$ cat src/hdl/tftt_pkg.sv
`timescale 1ns / 1ps
package tftt_pkg;

	localparam int FRAME_LEN = 7;
	localparam int CNT_W = 3;
	localparam logic [7:0] HDR_BYTE = 8'h68;
	localparam logic [7:0] TRL_BYTE = 8'hFF;
	localparam logic [15:0] IDLE_MAX = 16'hFFFF;
	localparam logic [15:0] IDLE_TIMEOUT_RST = 16'd5000;
	localparam logic [7:0] MOVE_THRESHOLD_RST = 8'd2;

	localparam logic OP_BYTE = 1'b0;
	localparam logic OP_TICK = 1'b1;

	localparam logic CFG_IDLE_TIMEOUT = 1'b0;
	localparam logic CFG_MOVE_THRESHOLD = 1'b1;

	typedef enum logic [1:0] {
		ACT_CLEAR = 2'd0,
		ACT_ERASE = 2'd1,
		ACT_DRAW  = 2'd2
	} action_t;

	typedef struct packed {
		logic               hit;
		logic signed [15:0] x;
		logic signed [15:0] y;
	} touch_t;

	typedef struct packed {
		action_t            action;
		logic signed [15:0] x;
		logic signed [15:0] y;
		logic               last;
	} result_t;

	typedef struct packed {
		logic [1:0] n;
		result_t    r0;
		result_t    r1;
	} burst_t;

endpackage

$ cat src/hdl/tftt_if.sv
`timescale 1ns / 1ps
interface tftt_item_if;
	logic       valid;
	logic       ready;
	logic       opcode;
	logic [7:0] rx_byte;

	modport source (output valid, output opcode, output rx_byte, input ready);
	modport sink (input valid, input opcode, input rx_byte, output ready);
endinterface

interface tftt_result_if;
	logic               valid;
	logic               ready;
	logic [1:0]         action;
	logic signed [15:0] pos_x;
	logic signed [15:0] pos_y;
	logic               last;

	modport source (output valid, output action, output pos_x, output pos_y,
		output last, input ready);
	modport sink (input valid, input action, input pos_x, input pos_y,
		input last, output ready);
endinterface

$ cat src/hdl/tftt_parser.sv
`timescale 1ns / 1ps
module tftt_parser
	import tftt_pkg::*;
(
	input  logic       clk,
	input  logic       arst_n,
	input  logic       fire,
	input  logic [7:0] rx_byte,
	output touch_t     touch
);

	logic             in_frame_q;
	logic [CNT_W-1:0] byte_count_q;
	logic [7:0]       frame_q [FRAME_LEN-1];
	logic             frame_end;

	// the final trailer byte is the current one and is never stored
	assign frame_end = in_frame_q && (byte_count_q == CNT_W'(FRAME_LEN - 1));

	assign touch.hit = fire && frame_end && (frame_q[4] == TRL_BYTE)
		&& (frame_q[5] == TRL_BYTE) && (rx_byte == TRL_BYTE);
	assign touch.x = {frame_q[1], frame_q[0]};
	assign touch.y = {frame_q[3], frame_q[2]};

	always_ff @(posedge clk or negedge arst_n) begin
		if (!arst_n) begin
			in_frame_q <= 1'b0;
			byte_count_q <= '0;
		end else if (fire) begin
			if (!in_frame_q) begin
				if (rx_byte == HDR_BYTE) begin
					in_frame_q <= 1'b1;
					byte_count_q <= '0;
				end
			end else if (frame_end) begin
				in_frame_q <= 1'b0;
				byte_count_q <= '0;
			end else begin
				byte_count_q <= byte_count_q + CNT_W'(1);
			end
		end
	end

	always_ff @(posedge clk) begin
		if (fire && in_frame_q && !frame_end) begin
			frame_q[byte_count_q] <= rx_byte;
		end
	end

endmodule

$ cat src/hdl/tftt_trail.sv
`timescale 1ns / 1ps
module tftt_trail
	import tftt_pkg::*;
#(
	parameter int TRAIL_LEN = 10
) (
	input  logic        clk,
	input  logic        arst_n,
	input  logic        tick,
	input  touch_t      touch,
	input  logic [15:0] idle_timeout_ms,
	input  logic [7:0]  move_threshold,
	output burst_t      burst
);

	logic signed [15:0] trail_x_q [TRAIL_LEN];
	logic signed [15:0] trail_y_q [TRAIL_LEN];
	logic [TRAIL_LEN-1:0] valid_q;
	logic [15:0] idle_q;
	logic        drawn_q;

	logic [15:0] idle_inc;
	logic        clear;
	logic [16:0] dx, dy, adx, ady;
	logic        near;
	logic        add;

	assign idle_inc = (idle_q == IDLE_MAX) ? idle_q : idle_q + 16'd1;
	assign clear = tick && drawn_q && (idle_inc > idle_timeout_ms);

	// full precision distance to the newest dot
	assign dx = {touch.x[15], touch.x} - {trail_x_q[TRAIL_LEN-1][15], trail_x_q[TRAIL_LEN-1]};
	assign dy = {touch.y[15], touch.y} - {trail_y_q[TRAIL_LEN-1][15], trail_y_q[TRAIL_LEN-1]};
	assign adx = dx[16] ? -dx : dx;
	assign ady = dy[16] ? -dy : dy;
	assign near = valid_q[TRAIL_LEN-1] && (adx <= {9'd0, move_threshold})
		&& (ady <= {9'd0, move_threshold});
	assign add = touch.hit && !near;

	always_comb begin
		burst.n = 2'd0;
		burst.r0 = '{action: ACT_CLEAR, x: '0, y: '0, last: 1'b1};
		burst.r1 = '{action: ACT_DRAW, x: touch.x, y: touch.y, last: 1'b1};
		if (clear) begin
			burst.n = 2'd1;
		end else if (add) begin
			if (valid_q[0]) begin
				burst.n = 2'd2;
				burst.r0 = '{action: ACT_ERASE, x: trail_x_q[0], y: trail_y_q[0],
					last: 1'b0};
			end else begin
				burst.n = 2'd1;
				burst.r0 = '{action: ACT_DRAW, x: touch.x, y: touch.y, last: 1'b1};
			end
		end
	end

	always_ff @(posedge clk or negedge arst_n) begin
		if (!arst_n) begin
			valid_q <= '0;
			idle_q <= '0;
			drawn_q <= 1'b0;
		end else if (tick) begin
			idle_q <= idle_inc;
			if (clear) begin
				drawn_q <= 1'b0;
				valid_q <= '0;
			end
		end else if (touch.hit) begin
			idle_q <= '0;
			drawn_q <= 1'b1;
			if (add) begin
				valid_q <= {1'b1, valid_q[TRAIL_LEN-1:1]};
			end
		end
	end

	always_ff @(posedge clk) begin
		if (add) begin
			for (int i = 0; i < TRAIL_LEN - 1; i++) begin
				trail_x_q[i] <= trail_x_q[i+1];
				trail_y_q[i] <= trail_y_q[i+1];
			end
			trail_x_q[TRAIL_LEN-1] <= touch.x;
			trail_y_q[TRAIL_LEN-1] <= touch.y;
		end
	end

endmodule

$ cat src/hdl/tftt_outbuf.sv
`timescale 1ns / 1ps
module tftt_outbuf
	import tftt_pkg::*;
(
	input  logic           clk,
	input  logic           arst_n,
	input  logic           push,
	input  burst_t         burst,
	output logic           room,
	tftt_result_if.source  result
);

	result_t    slot0_q, slot1_q;
	logic [1:0] cnt_q;
	logic       pop;

	assign pop = (cnt_q != 2'd0) && result.ready;
	// a new burst of up to two words fits once the buffer drains this cycle
	assign room = (cnt_q == 2'd0) || ((cnt_q == 2'd1) && result.ready);

	assign result.valid = (cnt_q != 2'd0);
	assign result.action = slot0_q.action;
	assign result.pos_x = slot0_q.x;
	assign result.pos_y = slot0_q.y;
	assign result.last = slot0_q.last;

	always_ff @(posedge clk or negedge arst_n) begin
		if (!arst_n) begin
			cnt_q <= 2'd0;
		end else if (push && room) begin
			cnt_q <= burst.n;
		end else if (pop) begin
			cnt_q <= cnt_q - 2'd1;
		end
	end

	always_ff @(posedge clk) begin
		if (push && room) begin
			slot0_q <= burst.r0;
			slot1_q <= burst.r1;
		end else if (pop) begin
			slot0_q <= slot1_q;
		end
	end

endmodule

$ cat src/hdl/touch_frame_trail_tracker_core.sv
`timescale 1ns / 1ps
// touch frame trail tracker
// item channel: opcode 0 carries a received byte, opcode 1 a one millisecond
// tick. frames are 0x68, x and y as little-endian signed 16-bit values, then
// three 0xFF trailer bytes; a bad trailer drops the frame silently.
// result channel: clear, erase or draw words with coordinates; last marks
// the final word caused by one item (an erase of the oldest dot may precede
// a draw when the trail is full).
// cfg port: cfg_we writes cfg_data into register cfg_index
// (0 idle timeout in ticks, 1 per-axis move threshold); the user must write
// only while idle, the block itself does not enforce this. an item taken is
// registered in the input register, then in the output buffer. one item per
// cycle while the result side keeps up; one that gives two words holds the
// next item until the two-word buffer, draining one word per cycle, has room.
// a result stalled by the receiver stays in the buffer and one more item is
// held in the input register; then item.ready drops.
// reset empties the trail, clears the idle counter and the frame hunt and
// loads the register defaults; no clearing pass is needed.
module touch_frame_trail_tracker_core
	import tftt_pkg::*;
#(
	parameter int TRAIL_LEN = 10
) (
	input  logic          clk,
	input  logic          arst_n,
	tftt_item_if.sink     item,
	tftt_result_if.source result,
	input  logic          cfg_we,
	input  logic          cfg_index,
	input  logic [15:0]   cfg_data
);

	logic        valid_s1;
	logic        opcode_s1;
	logic [7:0]  byte_s1;
	logic        adv_s1;
	logic        room;
	logic [15:0] idle_timeout_q;
	logic [7:0]  move_threshold_q;
	touch_t      touch;
	burst_t      burst;

	assign adv_s1 = valid_s1 && room;
	assign item.ready = !valid_s1 || adv_s1;

	always_ff @(posedge clk or negedge arst_n) begin
		if (!arst_n) begin
			valid_s1 <= 1'b0;
		end else if (item.ready) begin
			valid_s1 <= item.valid;
		end
	end

	always_ff @(posedge clk) begin
		if (item.ready && item.valid) begin
			opcode_s1 <= item.opcode;
			byte_s1 <= item.rx_byte;
		end
	end

	always_ff @(posedge clk or negedge arst_n) begin
		if (!arst_n) begin
			idle_timeout_q <= IDLE_TIMEOUT_RST;
			move_threshold_q <= MOVE_THRESHOLD_RST;
		end else if (cfg_we) begin
			case (cfg_index)
				CFG_IDLE_TIMEOUT: idle_timeout_q <= cfg_data;
				CFG_MOVE_THRESHOLD: move_threshold_q <= cfg_data[7:0];
				default: ;
			endcase
		end
	end

	tftt_parser u_parser (
		.clk     (clk),
		.arst_n  (arst_n),
		.fire    (adv_s1 && (opcode_s1 == OP_BYTE)),
		.rx_byte (byte_s1),
		.touch   (touch)
	);

	tftt_trail #(
		.TRAIL_LEN (TRAIL_LEN)
	) u_trail (
		.clk             (clk),
		.arst_n          (arst_n),
		.tick            (adv_s1 && (opcode_s1 == OP_TICK)),
		.touch           (touch),
		.idle_timeout_ms (idle_timeout_q),
		.move_threshold  (move_threshold_q),
		.burst           (burst)
	);

	tftt_outbuf u_outbuf (
		.clk    (clk),
		.arst_n (arst_n),
		.push   (adv_s1),
		.burst  (burst),
		.room   (room),
		.result (result)
	);

	a_hold_s1: assert property (@(posedge clk) disable iff (!arst_n)
		(valid_s1 && !room) |-> !item.ready)
		else $error("item taken while input register is blocked");

	a_burst_n: assert property (@(posedge clk) disable iff (!arst_n)
		burst.n != 2'd3)
		else $error("more than two result words for one item");

	a_pair: assert property (@(posedge clk) disable iff (!arst_n)
		(burst.n == 2'd2) |-> (burst.r0.action == ACT_ERASE
		&& burst.r1.action == ACT_DRAW && !burst.r0.last))
		else $error("two-word burst is not erase then draw");

	a_touch_vs_tick: assert property (@(posedge clk) disable iff (!arst_n)
		touch.hit |-> (adv_s1 && opcode_s1 == OP_BYTE))
		else $error("touch reported without an advancing byte");

endmodule
$ cat src/flat_wrapper.sv
// flat-port wrapper written by rule: the top's interface ports become plain ports
module touch_frame_trail_tracker_core_flat import tftt_pkg::*;
#(
	parameter int TRAIL_LEN = 10
)
  (clk, arst_n, cfg_we, cfg_index, cfg_data, item_valid, item_opcode, item_rx_byte, item_ready, result_valid, result_action, result_pos_x, result_pos_y, result_last, result_ready);
  tftt_item_if item_i ();
  tftt_result_if result_i ();
  input  logic clk;
  input  logic arst_n;
  input  logic cfg_we;
  input  logic cfg_index;
  input  logic [15:0] cfg_data;
  input wire logic [$bits(item_i.valid)-1:0] item_valid;
  input wire logic [$bits(item_i.opcode)-1:0] item_opcode;
  input wire logic [$bits(item_i.rx_byte)-1:0] item_rx_byte;
  output wire logic [$bits(item_i.ready)-1:0] item_ready;
  output wire logic [$bits(result_i.valid)-1:0] result_valid;
  output wire logic [$bits(result_i.action)-1:0] result_action;
  output wire logic [$bits(result_i.pos_x)-1:0] result_pos_x;
  output wire logic [$bits(result_i.pos_y)-1:0] result_pos_y;
  output wire logic [$bits(result_i.last)-1:0] result_last;
  input wire logic [$bits(result_i.ready)-1:0] result_ready;
  assign item_i.valid = item_valid;
  assign item_i.opcode = item_opcode;
  assign item_i.rx_byte = item_rx_byte;
  assign item_ready = item_i.ready;
  assign result_valid = result_i.valid;
  assign result_action = result_i.action;
  assign result_pos_x = result_i.pos_x;
  assign result_pos_y = result_i.pos_y;
  assign result_last = result_i.last;
  assign result_i.ready = result_ready;
  touch_frame_trail_tracker_core #(.TRAIL_LEN(TRAIL_LEN)) u_core (.clk(clk), .arst_n(arst_n), .item(item_i), .result(result_i), .cfg_we(cfg_we), .cfg_index(cfg_index), .cfg_data(cfg_data));
endmodule
$ cat config.mk
export PLATFORM = sky130hd
export DESIGN_NAME = touch_frame_trail_tracker_core_flat
export DESIGN_NICKNAME = d
export VERILOG_FILES = /design/src/hdl/tftt_pkg.sv /design/src/hdl/tftt_if.sv /design/src/hdl/tftt_parser.sv /design/src/hdl/tftt_trail.sv /design/src/hdl/tftt_outbuf.sv /design/src/hdl/touch_frame_trail_tracker_core.sv /design/src/flat_wrapper.sv
export SDC_FILE = /design/constraint.sdc
export NUM_CORES = 1
export LEC_CHECK = 0
export BUFFER_PORTS_ARGS = -buffer_cell sky130_fd_sc_hd__buf_2
export CAP_MARGIN = 20
export CORE_MARGIN = 4
export CORE_UTILIZATION = 50
export DETAILED_ROUTE_END_ITERATION = 8
export PLACE_DENSITY = 0.66
export RECOVER_POWER = 25
export SLEW_MARGIN = 20
export SYNTH_ARGS = -nofsm -noshare
export SYNTH_HDL_FRONTEND = slang
export SYNTH_SLANG_ARGS = --single-unit
$ cat constraint.sdc
create_clock -name clk -period 17.52 [get_ports clk]
set_input_delay 0 -clock clk [delete_from_list [all_inputs] [get_ports clk]]
set_output_delay 0 -clock clk [all_outputs]
set_load 0.01 [all_outputs]
## Word-level counts from Yosys, hierarchy flattened

Memory sizes are Yosys's and may differ from the RTL's.
Cells that the tools add are included.

| storage, ports and cells | value |
|---|---|
| bits in registers | 134 |
| RAM bits | 368 |
| logic and storage cells | 105 |
| memories kept | 3 |

Memory list:

| memory | depth | width | rd ports | clocked after Yosys merged registers in | write ports | line | source |
|---|---|---|---|---|---|---|---|
| u_core.u_trail.trail_x_q | 10 | 16 | 10 | 0 | 10 | tftt_trail.sv:16 | `logic signed [15:0] trail_x_q [TRAIL_LEN];` |
| u_core.u_trail.trail_y_q | 10 | 16 | 10 | 0 | 10 | tftt_trail.sv:17 | `logic signed [15:0] trail_y_q [TRAIL_LEN];` |
| u_core.u_parser.frame_q | 6 | 8 | 6 | 0 | 1 | tftt_parser.sv:14 | `logic [7:0] frame_q [FRAME_LEN-1];` |

| operators by class | value |
|---|---|
| add/sub/neg operators | 7 |
| order comparisons | 3 |
| equal/unequal tests | 8 |
| muxes and demuxes | 30 |
| bitwise logic cells | 2 |
| reductions and logical operators | 35 |

Operator list:

| cell | number |
|---|---|
| 35-bit 2-to-1 mux | 3 |
| 37-bit 2-to-1 mux | 2 |
| 16-bit 2-to-1 mux | 3 |
| 10-bit 2-to-1 mux | 4 |
| 17-bit by 8-bit <= comparator with 1-bit output | 2 |
| 17-bit 2-to-1 mux | 2 |
| 17-bit negation | 2 |
| 16-bit by 16-bit subtractor with 17-bit output | 2 |
| 8-bit equality test, second input constant | 3 |
| 1-bit logical AND | 19 |
| 16-bit by 1-bit adder with 16-bit output, second input constant | 1 |
| 16-bit equality test, second input constant | 1 |
| 16-bit > comparator | 1 |
| 1-bit 2-to-1 mux | 10 |
| 2-bit nonzero test | 5 |
| 3-bit 2-to-1 mux | 3 |
| 8-bit by 7-bit equality test with 1-bit output, second input constant | 1 |
| 2-bit AND reduction | 4 |
| 2-bit 2-to-1 mux | 3 |
| 3-bit by 1-bit adder with 3-bit output, second input constant | 1 |
| 3-bit equality test, second input constant | 1 |
| 1-bit logical NOT | 3 |
| 3-bit AND reduction | 1 |
| 2-bit by 1-bit equality test with 1-bit output, second input constant | 1 |
| other kinds (5) | 7 |

## Longest topological paths before layout

Gate-level depths: netlist of the first run.

| logic depth | value |
|---|---|
| depth after elaboration | 13 |
| depth in mapped cells | 22 |
| mapped depth without buffers | 21 |

## Hierarchy

From an unflattened synthesis of the first run, not the netlist that was laid out.

| second synthesis, totals | value |
|---|---|
| cell total of the unflattened synthesis | 1366 |
| area total of the unflattened synthesis | 21453.1 um2 |

Modules (own cells, without submodules):

| module | instances | cells an instance | area an instance (um2) | sequential area each (um2) |
|---|---|---|---|---|
| tftt_trail | 1 | 1081 | 15529.9 | 10284.9 |
| tftt_outbuf | 1 | 127 | 2846.5 | 2152.1 |
| tftt_parser | 1 | 90 | 1791.7 | 1541.5 |
| touch_frame_trail_tracker_core | 1 | 68 | 1285.0 | 903.4 |

## Worst setup path after synthesis of the first run

No wires, ideal clock.

| path | value |
|---|---|
| path kind | flip-flop to flip-flop |
| start point | memory u_core.u_parser.frame_q[2][0] |
| end point | memory u_core.u_trail.trail_x_q[0][0], enable pin |
| arrival | 11.529 ns |
| required time | 16.778 ns |
| path slack | 5.249 ns |
| cell stages (with the launch flop) | 23 |
| buffers on the path | 2 |
| cells stage by stage | edfxtp_1 inv_1 ha_1 inv_1 fa_1 a211oi_1 o211ai_1 a31oi_1 a221oi_1 clkbuf_1 a31oi_1 xnor2_1 ha_1 o21ai_0 nand2b_1 a21oi_1 nor2_1 a221oi_1 and3_1 nand4_2 clkbuf_1 or2_2 o31a_1 |

RTL lines:

| what | line |
|---|---|
| from (decl) | tftt_parser.sv:14 |
| to (decl) | tftt_trail.sv:16 |

==> flow_summary.yaml, run 1 <==
run_status:
  status: "finished with violations"
  violations: "capacitance limit, slew limit"
power:
  power.density_mw_per_mm2: 118
  power.leakage_nw: 8.97
  pwr-share-clk_pct: 36.9
  power_mw: 2.89
  seqPwrFrac_pct: 50.8
  combinationalPowerShare_pct: 12.3
  switching_power_mw: 0.714
  intPower_mw: 2.18
  swShare_pct: 24.7
  vdd_drop_max_mv: 0.0689
sta:
  clock_skew_ns: 0.0272
  tightest_slew_ns: 3.23
  rsz0062_at_grt: "false"
  fin_setup_tns_ns: 0
  slew_headroom_pct: -115
  setup_viol: 0
  finalCritPeriodShare_pct: 46.5
  hold_ws_ns: 0.0684
  hold_viol_final: 0
  drv_slew: 59
  clock.fmax_ghz: 0.123
  finalCriticalPeriod_ns: 8.15
synth:
  syn_avg_cell_area_um2: 14.4
  ys_top_cells_by_area: "edfxtp_1 (62%), dfrtp_1 (6.1%), ha_1 (4.2%)"
  syn_inst: 1479
  yosys.area.top_type: "edfxtp_1"
  ys_seq_area_share_pct: 69.2
  synth_cell_types: 85
  synthFlopType: "edfxtp_1"
  syn_nets: 1583
  synth_edf_count: 444
  synthesis.area_mm2: 0.0214
  synth_top_cell_area_share_pct: 62.4
  ys_warn_count: 0
  async_flop_share_pct: 11.6
  synth-seq-cells: 502
die:
  rows: 75
  core_area_mm2: 0.0421
  pin_count: 68
  die_h_um: 215
  start_util_pct: 50.7
  die_area_mm2: 0.0461
  die_w_um: 215
cts:
  htree_levels: 2
  cts_tree: "done"
  clkLatencyLatePin_ns: 0.60
  numCtsBuffers: 50
  clk_pin_slew_ns: 0.06
  cts_resized: 0
  ctsLongestPathBuffers: 3
  post_cts_buffers: 0
  cts.sinks: 502
  cts_root_buf: "clkbuf_16"
grt:
  grt_pass1_wl_mm: 70.3
  grt_antenna_before_repair: 1
  grt_use_total_pct: 19.1
  grt-ovfl-total: 0
  grt_max_degree: 90
  grt_pass1_vias: 12700
layout:
  finalNetCount: 1723
  drive_gt1_share_pct: 13.7
  final-seq-area_mm2: 0.0148
  n_fill_cell: 3185
  diodes: 0
  multiInputGateArea_mm2: 0.00595
  syn2layout_area_growth_pct: 14.9
route:
  wl_per_cell_um: 20.4
  drc: 0
  num_vias: 12900
  vias_per_cell: 5.85
  drt.antenna.violating_nets: 0
  dr.pass1.iters: 5
  drt_iter0_markers: 1189
  wl_mm: 44.7
setup_path:
  critPathLaunchType: "flip-flop"
  critPathMaxFanout: 87
  required_ns: 17.80
  r2r_slack_ns: 9.37
  critical_path_class: "reg -> reg"
  end_kind: "flip-flop"
  cp.arrival_ns: 8.43
place:
  dpl.hpwl_mm: 28.3
  port_buffers: 67
  place.gp.congestion: 0.914
flow_run:
  cap_violations: 1
hold_path:
  hold_class: "in -> reg"
layer usage:
| metal | track usage [%] | part of all wire (%) |
|---|---|---|
| met1 | 27.0 | 45 |
| met3 | 3.04 | 5.2 |
| met2 | 30.2 | 46 |
| met4 | 7.56 | 3.8 |
| met5 | 0 | 0 |
cell type report:
class,count,area share [%]
clock buffers,66,5.72
clock inverters,26,1.11
inverters,111,1.70
multi-input cells,814,24.2
flip-flops and latches,502,60.3
well taps,539,2.75
repair buffers,140,4.23
stage by stage:
stage,setup slack (ns),area [um^2],util [%],std cells
floorplan,5.25,21400,-,1479
global placement,9.53,22300,52.9,2050
detailed placement,9.21,22300,52.9,2050
CTS,9.21,24500,58.2,2197
global route,8.73,24500,58.3,2198
finish,9.37,24500,58.3,2198
sequential cells by signal (all words and copies together) (netlist names), 2 cells and up:
| register | count |
|---|---|
| u_core.u_trail.valid_q | 10 |
| u_core.u_trail.trail_x_q | 160 |
| u_core.u_outbuf.slot1_q | 32 |
| u_core.u_outbuf.result.action | 2 |
| u_core.u_outbuf.result.pos_x | 16 |
| u_core.move_threshold_q | 8 |
| u_core.idle_timeout_q | 16 |
| u_core.u_trail.idle_q | 16 |
| u_core.u_trail.trail_y_q | 160 |
| u_core.byte_s1 | 8 |
| u_core.u_outbuf.result.pos_y | 16 |
| u_core.u_parser.frame_q | 48 |
| u_core.u_outbuf.cnt_q | 2 |
| u_core.u_parser.byte_count_q | 3 |
kinds of logic after synthesis:
group	synth area share, %
AOI/OAI and AO/OA	12.4
xor gates and xnor gates	1.65
adders and majority gates	4.35
buffers and inverters	3.10
DFF	69.2
muxes	1.11
and+or+nand+nor	8.15
worst paths after layout:
check	to	depth (start not counted)	from
min in group asynchronous	u_core.u_trail.idle_q[9]	3	arst_n
worst max register to register	u_core.u_trail.trail_x_q[7][14]	24	u_core.u_trail.trail_x_q[9][0]
worst min register to register	u_core.u_trail.trail_y_q[6][4]	0	u_core.u_trail.trail_y_q[7][4]
max in group asynchronous	u_core.move_threshold_q[5]	3	arst_n
worst max-delay path	u_core.u_trail.trail_x_q[7][14]	24	u_core.u_trail.trail_x_q[9][0]
worst min-delay path	u_core.idle_timeout_q[7]	5	cfg_we
layout by cell type, fill, tap and decap left out, types with 9 or more instances in the layout:
cell / n
a21o_1: 18
a21oi_1: 56
a31oi_1: 9
a32oi_1: 30
and2_1: 15
and3_1: 20
buf_2: 67
buf_4: 16
clkbuf_1: 11
clkbuf_16: 53
clkinv_2: 11
dfrtp_1: 52
dlygate4sd3_1: 55
edfxtp_1: 444
ha_1: 71
inv_1: 111
mux2_2: 11
nand2_1: 89
nand2b_1: 12
nand3_1: 34
nand4_1: 28
nor2_1: 51
nor2b_1: 13
nor3_1: 23
nor4_1: 12
o211ai_1: 25
o211ai_2: 20
o21a_1: 13
o21ai_0: 51
o311ai_1: 20
o31ai_1: 12
xnor2_1: 23
xor2_1: 14
power groups by stage:
stage | combinational (mW) | clock [mW] | sequential (mW)
final | 0.354 | 1.07 | 1.47
after global routing | 0.393 | 1.15 | 1.48
after CTS | 0.360 | 1.10 | 1.47
after detailed placement | 0.345 | 0 | 1.50
after global placement | 0.339 | 0 | 1.49
after floorplan | 0.191 | 0 | 1.49
cells in the mapped netlist, types with 14 or more instances:
library cell,number
nor3_1,25
nand3_1,34
xor2_1,14
ha_1,71
o21ai_0,51
a21oi_1,56
nor2_1,53
a21o_1,18
and3_1,20
dfrtp_1,52
o211ai_1,25
nand2_1,89
edfxtp_1,444
clkbuf_1,42
and2_1,15
a32oi_1,30
o211ai_2,20
o311ai_1,20
nand4_1,28
inv_1,111
xnor2_1,23
worst max-delay path: stages, from the launching register on:
cell	delay [ns]
edfxtp_1	0.40
ha_1	0.26
fa_1	0.47
nand2b_1	0.25
a21o_1	0.24
a31oi_1	0.31
o21ai_0	0.19
nand2_1	0.31
nor2_1	0.12
xor2_1	0.16
ha_1	0.31
nand4_1	0.13
nor2_1	0.12
o21ai_0	0.08
nand3_1	0.09
a221oi_1	0.13
and3_1	0.19
nand4_2	0.08
buf_4	0.43
or2_2	0.21
o31a_2	0.76
buf_4	0.64
buf_4	0.91
buf_4	0.59
buf_16	0.32
repair_timing:
action                     in CTS  in global routing
hold buffers                   55                  0
setup endpoints to repair       0                  0
hold endpoints to repair       95                  0
Power figures use the tool's default switching activity.
==> inputs of run 2 (changes only) <==
==> constraint.sdc (replaced) <==
create_clock -name clk -period 8.3 [get_ports clk]
set_input_delay 0 -clock clk [delete_from_list [all_inputs] [get_ports clk]]
set_output_delay 0 -clock clk [all_outputs]
set_load 0.01 [all_outputs]
==> flow_summary.yaml, run 2 (synthesis results as in run 1) <==
grt:
  grt_use_total_pct: 19.3
  grt_pass1_vias: 12600
  grt_max_degree: 203
  grt_pass1_wl_mm: 70.7
  grt_antenna_before_repair: 0
  grt-ovfl-total: 0
run_status:
  status: "finished clean"
setup_path:
  cp.arrival_ns: 6.97
  required_ns: 8.39
  cp_slowest_stage_delay_ns: 0.61
  r2r_slack_ns: 1.42
  critPathLaunchType: "flip-flop"
  slowest_stage: "o31a_4"
  end_kind: "flip-flop"
  critPathMaxFanout: 202
  path_cells: "inv_1, ha_1, inv_1, fa_1, a211oi_1, o211ai_1, a31oi_1, a221oi_1, buf_4, a21oi_1, xor2_1, ha_1, a2111oi_0, o211ai_1, a221oi_1, and3_1, nand4_2, buf_4, or2_2, o31a_4, buf_12"
  critical_path_class: "reg -> reg"
layout:
  final_area_mm2: 0.0242
  diodes: 0
  n_fill_cell: 3260
  layout_common_cells: "edfxtp_1 (444), inv_1 (111), nand2_1 (89)"
  layout_commonest_cell: "edfxtp_1"
  finalNetCount: 1704
  final-seq-area_mm2: 0.0148
  drive_gt1_share_pct: 13.3
  syn2layout_area_growth_pct: 13.4
  multiInputGateArea_mm2: 0.00595
  stdcell_count: 2173
  reg.largest.list: "u_core.u_trail.trail_x_q x160, u_core.u_trail.trail_y_q x160, u_core.u_parser.frame_q x48"
power:
  vdd_drop_max_mv: 0.137
  power.leakage_nw: 8.81
  power.density_mw_per_mm2: 247
sta:
  clock_skew_ns: 0.0120
  clock.fmax_ghz: 0.145
  hold_ws_ns: 0.0617
  tightest_slew_ns: 1.21
  setup_viol: 0
  drv_slew: 0
  slew_headroom_pct: 19.5
  finalCritPeriodShare_pct: 82.8
  fin_setup_tns_ns: 0
  final.setup.worst_slack_ns: 1.42
  hold_viol_final: 0
  finalCriticalPeriod_ns: 6.88
  rsz0062_at_grt: "false"
cts:
  htree_levels: 2
  ctsLongestPathBuffers: 3
  numCtsBuffers: 49
  cts_root_buf: "clkbuf_16"
  cts.sinks: 502
  clkLatencyLatePin_ns: 0.58
  clk_pin_slew_ns: 0.06
  cts_tree: "done"
route:
  vias_per_cell: 5.92
  wl_mm: 45.2
  drt.antenna.violating_nets: 0
  dr.pass1.iters: 7
  drc: 0
  drt_iter0_markers: 1083
  wl_per_cell_um: 20.8
  num_vias: 12900
place:
  place_ws_ns: 1.69
  place.gp.congestion: 0.901
  port_buffers: 67
  dp.cells: 2047
  postPlaceCellArea_mm2: 0.0223
  dpl.hpwl_mm: 28.8
die:
  start_util_pct: 50.7
  die_h_um: 215
  die_w_um: 215
  die_area_mm2: 0.0461
  pin_count: 68
  core_area_mm2: 0.0421
  rows: 75
flow_run:
  cap_violations: 0
hold_path:
  hold_class: "in -> reg"
## run 2: changes by cell type in the layout (fill, tap and decap cells not counted), moves of 2 or more
cell           change
buf_4              -3
clkinvlp_4         +3
inv_16             +2
clkinv_2           -5
clkbuf_8           -3
clkinv_16          -2
dlygate4sd3_1     -15
clkbuf_16          -4
## run 2: routing by layer
| layer | up-vias | GRT usage [%] | share of wire, % |
|---|---|---|---|
| li1 | 5991 | - | - |
| met1 | 6337 | 26.9 | 44 |
| met2 | 443 | 31.5 | 47 |
| met3 | 87 | 2.97 | 6.0 |
| met4 | 0 | 6.70 | 2.9 |
| met5 | - | 0 | 0 |
## run 2: path summary, 6_finish.rpt
path                                                start                        endpoint  cells after the start
setup reg to reg            u_core.u_parser.frame_q[2][0]  u_core.u_trail.trail_y_q[6][5]                     21
setup / recovery            u_core.u_parser.frame_q[2][0]  u_core.u_trail.trail_y_q[6][5]                     21
hold / removal                                     cfg_we      u_core.move_threshold_q[4]                      3
hold reg to reg            u_core.u_trail.trail_y_q[3][4]  u_core.u_trail.trail_y_q[2][4]                      0
max in group asynchronous                          arst_n       u_core.u_trail.valid_q[9]                      3
min in group asynchronous                          arst_n       u_core.u_trail.idle_q[12]                      3
## run 2: what timing repair did
action                                 4_1_cts  5_1_grt
gates resized for setup                      0        0
setup buffers                                0        0
endpoints found under the hold margin       95        0
hold buffers                                40        0
## run 2: final cells by class
type                            count  share of cell area, %
Sequential cell                   502                   61.1
Multi-Input combinational cell    814                   24.6
Clock buffer                       59                   5.22
Timing Repair Buffer              122                   3.54
Tap cell                          539                   2.78
Inverter                          111                   1.72
Clock inverter                     26                   1.11
## run 2: critical path, delay by kind of cell (launching register included)
kind,cells,cell delay [ns]
flops,1,0.40
fa+ha+maj,3,0.88
buf+inv,5,1.04
simple gates,3,0.67
xor+xnor,1,0.17
compound gates,9,2.89
## run 2: power by group
| group | total [mW] | internal, mW | switching (mW) |
|---|---|---|---|
| sequential | 3.10 | 2.99 | 0.111 |
| combinational | 0.746 | 0.277 | 0.470 |
| clock | 2.13 | 1.21 | 0.919 |
| total | 5.98 | 4.48 | 1.50 |
## run 2: through the flow
| step | util (%) | power (mW) |
|---|---|---|
| floorplan | - | 3.56 |
| global placement | 52.9 | 3.87 |
| detailed placement | 52.9 | 3.89 |
| CTS | 57.5 | 6.06 |
| global route | 57.5 | 6.23 |
| finish | 57.5 | 5.98 |
